<file path="src/hdl/dfir_pkg.sv">
// ----------------------------------------------------------------------------
// Decimating FIR package
// Field widths, register and opcode codes, and the per-cell control group.
// ----------------------------------------------------------------------------
package dfir_pkg;

  localparam int SAMPLE_W  = 16;
  localparam int TAP_IDX_W = 5;
  localparam int DEC_W     = 7;
  localparam int PHASE_W   = 6;
  localparam int PROD_W    = 2 * SAMPLE_W;
  localparam int CFG_IDX_W = 1;
  localparam int MAX_DEC   = 64;

  // Input item opcodes.
  localparam logic OP_SAMPLE   = 1'b0;
  localparam logic OP_LOAD_TAP = 1'b1;

  // Configuration register indexes.
  localparam logic [CFG_IDX_W-1:0] CFG_DECIMATION = 1'b0;
  localparam logic [CFG_IDX_W-1:0] CFG_SAVE_STATE = 1'b1;

  // Control shared by every cell of the chain.
  typedef struct packed {
    logic shift;
    logic clr;
  } cell_ctrl_t;

endpackage

</file>
<file path="src/hdl/dfir_cell.sv">
// ----------------------------------------------------------------------------
// Decimating FIR cell
// Holds one delay-line sample and one coefficient, and adds its product to
// the partial sum as it walks down the chain.
// ----------------------------------------------------------------------------
module dfir_cell #(
  parameter int ACC_W = 38
) (
  input  logic                         clk,
  input  logic                         rst,
  input  dfir_pkg::cell_ctrl_t         ctrl,
  input  logic                         coef_we,
  input  logic signed [dfir_pkg::SAMPLE_W-1:0] coef_in,
  input  logic signed [dfir_pkg::SAMPLE_W-1:0] sample_in,
  output logic signed [dfir_pkg::SAMPLE_W-1:0] sample_out,
  input  logic signed [ACC_W-1:0]      sum_in,
  input  logic                         go_in,
  output logic signed [ACC_W-1:0]      sum_out,
  output logic                         go_out
);
  import dfir_pkg::*;

  logic signed [SAMPLE_W-1:0] line;
  logic signed [SAMPLE_W-1:0] coef;
  logic signed [PROD_W-1:0]   prod;

  assign sample_out = line;
  assign prod       = coef * line;

  // Delay-line tap: a clear wins over a shift on the same edge.
  always_ff @(posedge clk) begin
    if (rst) begin
      line <= '0;
    end else if (ctrl.clr) begin
      line <= '0;
    end else if (ctrl.shift) begin
      line <= sample_in;
    end
  end

  // Coefficient storage, loaded one entry at a time.
  always_ff @(posedge clk) begin
    if (coef_we) begin
      coef <= coef_in;
    end
  end

  // Partial sum hop to the next cell.
  always_ff @(posedge clk) begin
    if (rst) begin
      go_out <= 1'b0;
    end else begin
      go_out <= go_in;
    end
  end

  always_ff @(posedge clk) begin
    if (go_in) begin
      sum_out <= sum_in + ACC_W'(prod);
    end
  end

endmodule

</file>
<file path="config.mk">
export PLATFORM = sky130hd
export DESIGN_NAME = dfir_cell
export DESIGN_NICKNAME = d
export VERILOG_FILES = /design/src/hdl/dfir_pkg.sv /design/src/hdl/dfir_cell.sv
export SDC_FILE = /design/constraint.sdc
export NUM_CORES = 1
export LEC_CHECK = 0
export BUFFER_PORTS_ARGS = -buffer_cell sky130_fd_sc_hd__buf_2
export CORE_UTILIZATION = 54
export DETAILED_ROUTE_END_ITERATION = 8
export HOLD_SLACK_MARGIN = 0.12
export PLACE_DENSITY = 0.84
export SLEW_MARGIN = 20
export SYNTH_ARGS = -nofsm -noshare
export SYNTH_HDL_FRONTEND = slang
export SYNTH_SLANG_ARGS = --single-unit
export TNS_END_PERCENT = 20
</file>
<file path="constraint.sdc">
create_clock -name clk -period 8.2 [get_ports clk]
set_input_delay 2.46 -clock clk [delete_from_list [all_inputs] [get_ports clk]]
set_output_delay 2.46 -clock clk [all_outputs]
set_load 0.05 [all_outputs]
</file>
==> out/results.ini, run 1 <==
[outcome]
status=finished clean

[die]
core_area_um2=25900
ios=131
initial_utilization_pct=54.9
die_w_um=164
die_y_um=164
dieArea_um2=27000
fp-row-count=59

[sta]
timing.fmax_ghz=0.144
fin_tns_setup_ns=0
fin_skew_ns=0.0196
rsz0062_at_grt=no
tightest_slew_ns=0.930
fin_crit_sh_pct=84.6
period_minus_slack_ns=6.94
relSlewSlack_pct=38.0
slew_violations=0
hold_viol_final=0
setup_viol=0

[logic_synthesis]
syn_nets=1923
synth_flop_cell=edfxtp_1
synth-seq-area-share_pct=13.8
synth.top_cell.area_share_pct=45.3
synth_top_area_cell=fa_1
synth_edf_count=54
yosysWarnings=0
ys_async_sr_fraction_pct=0
synth_cell_types=54
ys_ff_latch=71
synthCells=1414
syn-mean-instance-area_um2=10.1
synthTopCellsByArea=fa_1 45%, edfxtp_1 11%, ha_1 9.8%, inv_1 9.4%, and2_1 4.8%
syn-cell-area_um2=14200

[critical_path]
cp_max_fo=4
r2r_start=sample_out[1]$_SDFFE_PP0P_
cp.required_ns=8.31
cp_slowest_cell=fa_1
reg2reg_slack_ns=1.35
cp_cell_sequence=buf_2 -> ha_1 -> fa_1 -> fa_1 -> fa_1 -> inv_1 -> fa_1 -> inv_1 -> ha_1 -> a21oi_1 -> nor4b_1 -> a22oi_2 -> a21oi_1 -> o21ai_1 -> a221oi_2 -> xnor2_1
crit_path_start_kind=input port
path_class=input port to register
crit_arrival_ns=7.05
rr_endpoint=sum_out[37]$_DFFE_PP_
critPathMaxStageDelay_ns=0.55
cp_common_cell=fa_1
reg2reg_depth=19
crit_path_end_kind=register

[placement]
port-buffer-count=130
gp_congestion=0.932
placedCellCount=1840
hpwlAfterDp_um=26800

[grt]
grt_pass1_wl_um=53300
grt_pass1_vias=11000
grt_use_total_pct=26.1
grt_antenna_before_repair=0
overflow=0
grt_max_degree=40

[run]
max-cap-violations=0

[clock_tree]
clkTransAtPathRegs_ns=0.08
postCtsSetupRepairBufs=0
cts_made_buffers=9
hold_buffers=0
clk_latency_ns=0.36
ctsResizeCount=0
cts_buffer_depth=2
cts_root_buf=clkbuf_16
cts_tree=yes
cts_num_sinks=71
htreeDepth=3

[power]
ir_worst_vdd_uv=364
powerDensity_nw_per_um2=205
p_leak_uw=0.00783
power.total_uw=3180

[routing]
routed_wl_um=32400
drc=0
ant_nets=0
wl_per_cell_um=17.5
dr.pass1.iters=5
drtIter0Drc=626
via_count=10100
drt-vias-per-instance=5.43

[hold_path]
hp-start=sample_out[15]$_SDFFE_PP0P_
holdCritPathClass=register to register
hold_depth=3
worstHoldEndpoint=sample_out[15]$_SDFFE_PP0P_

[finish]
layout.cells.non_filler=1856
fillers=2065
final_core_util_pct=59.7
final_common_cell=inv_1
synthToLayoutAreaGrowth_pct=8.86
final_cell_mix=356 x inv_1, 322 x fa_1, 157 x nand2_1, 130 x buf_2, 111 x ha_1
diodes=0
drive_above_1_share_pct=10.7
nets=2025

-- logic make-up (layout without fill, tap and decap cells) --
family / Yosys count / count (layout) / share of synthesized area [%]
adder cells (fa/ha/maj): 433 / 433 / 55.1
multiplexers: 17 / 17 / 1.20
AND/OR/NAND/NOR: 355 / 355 / 12.1
AO/OA/AOI/OAI: 99 / 99 / 4.78
flip-flops: 71 / 71 / 13.8
XOR/XNOR: 41 / 41 / 2.53
buffers and inverters: 398 / 505 / 10.5
-- Yosys cell counts (4+ instances only) --
cell type  count
o21ai_0       14
fa_1         322
a211oi_1       4
clkbuf_1      39
nand2b_1      11
and3_1         4
edfxtp_1      54
a21o_1         9
nor2b_1        5
nand4_1        7
a21oi_1       33
dfxtp_1       17
o21bai_1       4
xnor2_1       25
inv_1        356
nor3_1         7
nand2_1      157
ha_1         111
and2_1       109
a21oi_2        4
nand3_1        4
nor2_1        44
o211ai_1       4
a31oi_1        5
xor2_1        16
mux2i_1       17
-- worst max path at each step --
stage / from / endpoint / slack, ns / cells after the start
6_report: sum_in[12] / sum_out[37]$_DFFE_PP_ / 1.26 / 16
3_5_place_dp: sum_in[12] / sum_out[37]$_DFFE_PP_ / 0.89 / 16
4_1_cts: sum_in[12] / sum_out[37]$_DFFE_PP_ / 1.28 / 16
3_3_place_gp: sum_in[15] / sum_out[34]$_DFFE_PP_ / 1.03 / 19
2_1_floorplan: sum_in[15] / sum_out[34]$_DFFE_PP_ / 1.35 / 18
5_1_grt: sum_in[12] / sum_out[37]$_DFFE_PP_ / 0.97 / 16
-- where the power goes --
| part | total [µW] | internal (µW) | switching [µW] |
|---|---|---|---|
| combinational | 2110 | 767 | 1340 |
| sequential | 625 | 553 | 72.1 |
| clock | 448 | 270 | 178 |
| total | 3180 | 1590 | 1590 |
-- registers in the layout, summed over array words and instances, names as in the netlist --
| name | flops |
|---|---|
| sum_out | 38 |
| coef | 16 |
| sample_out | 16 |
| go_out | 1 |
-- worst max-delay path, delay by kind of cell --
| kind | cells | cell delay [ns] |
|---|---|---|
| AOI/OAI and AO/OA | 5 | 1.26 |
| buffers and inverters | 3 | 0.20 |
| adders and majority gates | 6 | 2.65 |
| xor gates and xnor gates | 1 | 0.10 |
| and+or+nand+nor | 1 | 0.37 |
-- metrics by stage --
step / hold WS (ns) / area, µm² / worst slack, ns
floorplan: 0.792 / 14200 / 1.35
CTS: 0.725 / 15500 / 1.28
global route: 0.760 / 15500 / 0.969
detailed placement: 0.708 / 15200 / 0.893
finish: 0.712 / 15500 / 1.26
global placement: 0.684 / 15200 / 1.03
-- cell type report --
type,instances,area (µm²),area share (%)
Sequential cell,71,1960,12.7
Timing Repair Buffer,133,673,4.35
Inverter,356,1340,8.63
Multi-Input combinational cell,945,10800,69.5
Tap cell,335,419,2.71
Clock buffer,9,225,1.46
Clock inverter,7,103,0.663
-- routing by layer --
metal / part of all wire (%) / track usage (%) / up-vias
li1: - / - / 4424
met1: 36 / 31.0 / 5119
met2: 53 / 46.5 / 434
met3: 6.7 / 4.22 / 96
met4: 4.3 / 11.3 / 0
met5: 0 / 0 / -
Note: power is estimated with default switching activity, not from simulation.
==> run 2: changes to the inputs <==
==> constraint.sdc (replaced) <==
create_clock -name clk -period 6.4 [get_ports clk]
set_input_delay 1.92 -clock clk [delete_from_list [all_inputs] [get_ports clk]]
set_output_delay 1.92 -clock clk [all_outputs]
set_load 0.05 [all_outputs]
==> out/results.ini, run 2 (same netlist as run 1, synthesis figures left out) <==
[die]
dieArea_um2=27000
die_w_um=164
initial_utilization_pct=54.9
fp-row-count=59
die_y_um=164
core_area_um2=25900
ios=131

[clock_tree]
cts_num_sinks=71
hold_buffers=0
cts_root_buf=clkbuf_16
cts_tree=yes
htreeDepth=3
clk_latency_ns=0.36
clkTransAtPathRegs_ns=0.07
cts_buffer_depth=2
cts_made_buffers=9

[sta]
hold_viol_final=0
tightest_slew_ns=0.941
period_minus_slack_ns=6.22
slew_violations=0
fin_crit_sh_pct=97.2
timing.fmax_ghz=0.161
fin_tns_setup_ns=0
setup_viol=0
fin_skew_ns=0.0165
timing.hold.ws_ns=0.710
relSlewSlack_pct=37.2
rsz0062_at_grt=yes

[grt]
grt_use_total_pct=28.3
overflow=0
globalRouteMet2Util_pct=51.6
busiest_layer=met2
use_met1_pct=33.2
grt_max_degree=40
grt_pass1_wl_um=57500
grt_antenna_before_repair=1
use_met3_pct=3.74
grt_pass1_vias=11600

[power]
power_frac_comb_pct=70.2
p_sw_uw=2150
powerDensity_nw_per_um2=271
p_int_uw=2270
p_leak_uw=0.00834
clkPwrFrac_pct=12.3
swShare_pct=48.7
ir_worst_vdd_uv=467
sequentialPowerShare_pct=17.5

[outcome]
status=finished clean

[routing]
dr.pass1.iters=5
drc=0
drt-vias-per-instance=5.37
via_count=10500
wl_per_cell_um=18.0
ant_nets=0
drtIter0Drc=784
routed_wl_um=35200

[critical_path]
endpoint=sum_out[35]$_DFFE_PP_
reg2reg_slack_ns=0.21
cp_slowest_cell=fa_1
rr_endpoint=sum_out[37]$_DFFE_PP_
crit_start=sum_in[15]
crit_path_start_kind=input port
crit_path_end_kind=register
cp_common_cell=fa_1
cp_cell_sequence=buf_2 -> inv_1 -> fa_1 -> inv_1 -> fa_1 -> fa_1 -> fa_1 -> inv_1 -> fa_1 -> inv_1 -> ha_1 -> and3_1 -> o311ai_1 -> a21oi_1 -> a21boi_2 -> o22a_2 -> a31oi_4 -> o31ai_2 -> xor2_1
path_class=input port to register
cp_max_fo=4
critPathMaxStageDelay_ns=0.55
reg2reg_depth=20
r2r_start=coef[15]$_DFFE_PP_
crit_arrival_ns=6.32
cp.required_ns=6.51

[placement]
port-buffer-count=130
hpwlAfterDp_um=29700
gp_congestion=0.938

[finish]
final_common_cell=inv_1
drive_above_1_share_pct=17.5
fillers=1987
top_register=sum_out
final_cell_mix=356 x inv_1, 319 x fa_1, 156 x nand2_1, 130 x buf_2, 110 x ha_1
synthToLayoutAreaGrowth_pct=14.7
nets=2131
largest_reg_flops=38

[run]
max-cap-violations=0

[hold_path]
hold_depth=2
holdCritPathClass=register to register

run 2: changes by cell type in the layout (fill, tap and decap cells not counted), sizes merged:
cell and delta:
clkinvlp +1, diode +1, bufinv -1, buf +106
run 2: power by group through the flow:
stage | sequential (µW) | clock [µW] | combinational (µW)
global placement | 793 | 0 | 2930
CTS | 783 | 547 | 3050
finish | 775 | 543 | 3100
floorplan | 1150 | 0 | 1670
detailed placement | 789 | 0 | 3020
global route | 787 | 566 | 3380
run 2: worst min path at each step:
stage | start | to | slack [ns]
2_1_floorplan | sample_out[1]$_SDFFE_PP0P_ | sample_out[1]$_SDFFE_PP0P_ | 0.79
3_3_place_gp | sample_out[15]$_SDFFE_PP0P_ | sample_out[15]$_SDFFE_PP0P_ | 0.69
3_5_place_dp | sample_out[15]$_SDFFE_PP0P_ | sample_out[15]$_SDFFE_PP0P_ | 0.72
4_1_cts | sample_out[15]$_SDFFE_PP0P_ | sample_out[15]$_SDFFE_PP0P_ | 0.74
5_1_grt | sample_out[11]$_SDFFE_PP0P_ | sample_out[11]$_SDFFE_PP0P_ | 0.73
6_report | sample_out[11]$_SDFFE_PP0P_ | sample_out[11]$_SDFFE_PP0P_ | 0.71
run 2: repair_timing:
action,4_1_cts,5_1_grt
endpoints found under the setup margin,0,12
gates resized for setup,0,16
hold endpoints to repair,0,0
buffers inserted,0,11
run 2: layer usage:
layer	part of all wire, %	vias up
met4	3.9	0
met5	0	-
li1	-	4630
met3	5.8	99
met2	54	436
met1	36	5378
run 2: critical path, delay by kind of cell:
| family | cells | cell delay [ns] |
|---|---|---|
| AOI/OAI and AO/OA | 6 | 1.05 |
| xor gates and xnor gates | 1 | 0.10 |
| adders and majority gates | 6 | 2.80 |
| buffers and inverters | 5 | 0.27 |
| and+or+nand+nor | 1 | 0.18 |
run 2: cell type report:
class                      instances  area, µm²  area share (%)
antenna                            1       2.50          0.0153
clock buffer                       9        225            1.38
clock inverter                     7       80.1           0.491
inverter                         356       1340            8.19
multi-input combinational        945      10800            66.3
sequential                        71       1970            12.1
tap                              335        419            2.57
timing repair buffer             239       1470            9.00
run 2: metrics by stage:
stage | total power [µW] | setup WS [ns] | instance area (µm²) | cells | util (%)
after global routing | 4740 | -0.0363 | 16300 | 1962 | 63.0
after detailed placement | 3810 | -0.281 | 15900 | 1935 | 61.2
after CTS | 4380 | 0.0995 | 16200 | 1951 | 62.4
after floorplan | 2820 | 0.0896 | 14200 | 1414 | -
after global placement | 3720 | -0.189 | 15900 | 1935 | 61.2
final | 4420 | 0.182 | 16300 | 1963 | 63.0
==> run 3: changes to the inputs <==
--- a/config.mk
+++ b/config.mk
@@ -6,10 +6,12 @@
 export NUM_CORES = 1
 export LEC_CHECK = 0
 export BUFFER_PORTS_ARGS = -buffer_cell sky130_fd_sc_hd__buf_2
-export CORE_UTILIZATION = 54
+export CELL_PAD_IN_SITES_DETAIL_PLACEMENT = 1
+export CELL_PAD_IN_SITES_GLOBAL_PLACEMENT = 1
+export CORE_UTILIZATION = 49
 export DETAILED_ROUTE_END_ITERATION = 8
 export HOLD_SLACK_MARGIN = 0.12
-export PLACE_DENSITY = 0.84
+export PLACE_DENSITY = 0.93
 export SLEW_MARGIN = 20
 export SYNTH_ARGS = -nofsm -noshare
 export SYNTH_HDL_FRONTEND = slang
==> out/results.ini, run 3 (same netlist as run 1, synthesis figures left out) <==
[sta]
period_minus_slack_ns=6.39
hold_viol_final=0
tightest_slew_ns=0.944
fin_skew_ns=0.0195
setup_ws_ns=0.0116
timing.fmax_ghz=0.157
setup_viol=0
relSlewSlack_pct=37.1
fin_crit_sh_pct=99.8
slew_violations=0
rsz0062_at_grt=yes

[grt]
grt_pass1_vias=13500
grt_max_degree=40
grt_use_total_pct=32.8
grt_pass1_wl_um=70900
grt_antenna_before_repair=0
overflow=0

[critical_path]
reg2reg_depth=21
cp_slowest_cell=fa_2
crit_path_start_kind=register
cp_max_fo=7
cp_cell_sequence=buf_4 -> nand2_2 -> inv_1 -> fa_2 -> inv_1 -> fa_1 -> fa_1 -> fa_1 -> fa_1 -> fa_1 -> inv_1 -> ha_1 -> a21oi_1 -> buf_4 -> o21a_1 -> and3_1 -> a21boi_2 -> o22a_2 -> a31oi_4 -> o21ai_0 -> xnor2_1
crit_arrival_ns=6.51
cp_common_cell=fa_1
cp.required_ns=6.52
crit_path_end_kind=register
r2r_start=coef[15]$_DFFE_PP_
rr_endpoint=sum_out[31]$_DFFE_PP_
critPathMaxStageDelay_ns=0.63
reg2reg_slack_ns=0.01
path_class=register to register

[die]
die_y_um=172
dieArea_um2=29700
die_w_um=172
core_area_um2=28200
ios=131
initial_utilization_pct=50.5
fp-row-count=61

[finish]
final_common_cell=inv_1
nets=2139
fillers=3156
drive_above_1_share_pct=19.8
largest_reg_flops=38
final_cell_mix=353 x inv_1, 312 x fa_1, 156 x nand2_1, 130 x buf_2, 114 x buf_4
synthToLayoutAreaGrowth_pct=16.7
top_register=sum_out
diodes=0

[routing]
drc=0
routed_wl_um=47200
drtIter0Drc=859
via_count=11100
drt-vias-per-instance=5.53
dr.pass1.iters=5
wl_per_cell_um=23.4
ant_nets=0

[hold_path]
holdCritPathClass=register to register
hold_depth=2
worstHoldEndpoint=sample_out[9]$_SDFFE_PP0P_
hp-start=sample_out[9]$_SDFFE_PP0P_

[placement]
port-buffer-count=130
hpwlAfterDp_um=38600
place_ws_ns=-0.533
gp_congestion=0.907

[clock_tree]
cts_made_buffers=9
clk_latency_ns=0.37
cts_root_buf=clkbuf_16
cts_buffer_depth=2
htreeDepth=3
clkTransAtPathRegs_ns=0.08
cts_tree=yes
cts_num_sinks=71

[power]
powerDensity_nw_per_um2=285
p_leak_uw=0.00842
power.total_uw=4720
ir_worst_vdd_uv=291

[run]
max-cap-violations=0

[outcome]
status=finished clean

==> run 3: layout make-up <==
type | count | area (µm²) | area share, %
Multi-Input combinational cell | 945 | 10900 | 66.0
Clock buffer | 9 | 225 | 1.36
Clock inverter | 7 | 71.3 | 0.430
Timing Repair Buffer | 247 | 1570 | 9.44
Tap cell | 378 | 473 | 2.85
Inverter | 356 | 1340 | 8.05
Sequential cell | 71 | 1980 | 11.9
==> run 3: how the worst max path moves through the flow <==
| stage | startpoint | end | slack (ns) | cells after the start |
|---|---|---|---|---|
| final | coef[15]$_DFFE_PP_ | sum_out[31]$_DFFE_PP_ | 0.01 | 21 |
| after global routing | coef[15]$_DFFE_PP_ | sum_out[31]$_DFFE_PP_ | -0.17 | 21 |
| after CTS | sum_in[15] | sum_out[35]$_DFFE_PP_ | -0.02 | 19 |
| after detailed placement | sum_in[15] | sum_out[37]$_DFFE_PP_ | -0.53 | 19 |
| after global placement | sum_in[15] | sum_out[34]$_DFFE_PP_ | -0.26 | 19 |
| after floorplan | sum_in[15] | sum_out[34]$_DFFE_PP_ | 0.09 | 18 |
==> run 3: metrics by stage <==
step	TNS [ns]	hold WS [ns]	area, µm²	utilization [%]	std cells
final	0	0.673	16600	58.9	2013
after CTS	-0.0306	0.664	16300	57.8	2000
after detailed placement	-4.87	0.709	15900	56.4	1974
after global routing	-0.835	0.700	16600	58.9	2013
after global placement	-1.71	0.676	15900	56.4	1974
after floorplan	0	0.792	14200	-	1414
==> run 3: metal layers <==
metal | vias to the layer above | GRT usage, % | share of wire [%]
li1 | 4652 | - | -
met1 | 5724 | 31.6 | 32
met2 | 528 | 63.8 | 56
met3 | 232 | 4.19 | 4.6
met4 | 0 | 23.3 | 7.3
met5 | - | 0 | 0
==> run 3: power breakdown <==
| group | leakage, µW | switching (µW) | internal (µW) |
|---|---|---|---|
| Sequential | 0.000672 | 66.3 | 711 |
| Combinational | 0.00760 | 2080 | 1330 |
| Clock | 0.000142 | 232 | 303 |
| Total | 0.00842 | 2380 | 2340 |
==> run 3: timing repair <==
action,4_1_cts,5_1_grt
pin swaps,1,16
buffers inserted,10,13
setup endpoints to repair,8,16
hold buffers,0,0
gates resized for setup,8,49
==> run 3: critical path: cells and delay by family (launching register included) <==
kind | cells | cell delay, ns
buf+inv | 5 | 0.59
fa+ha+maj | 7 | 3.62
flops | 1 | 0.38
simple gates | 2 | 0.29
xor+xnor | 1 | 0.16
compound gates | 6 | 1.10
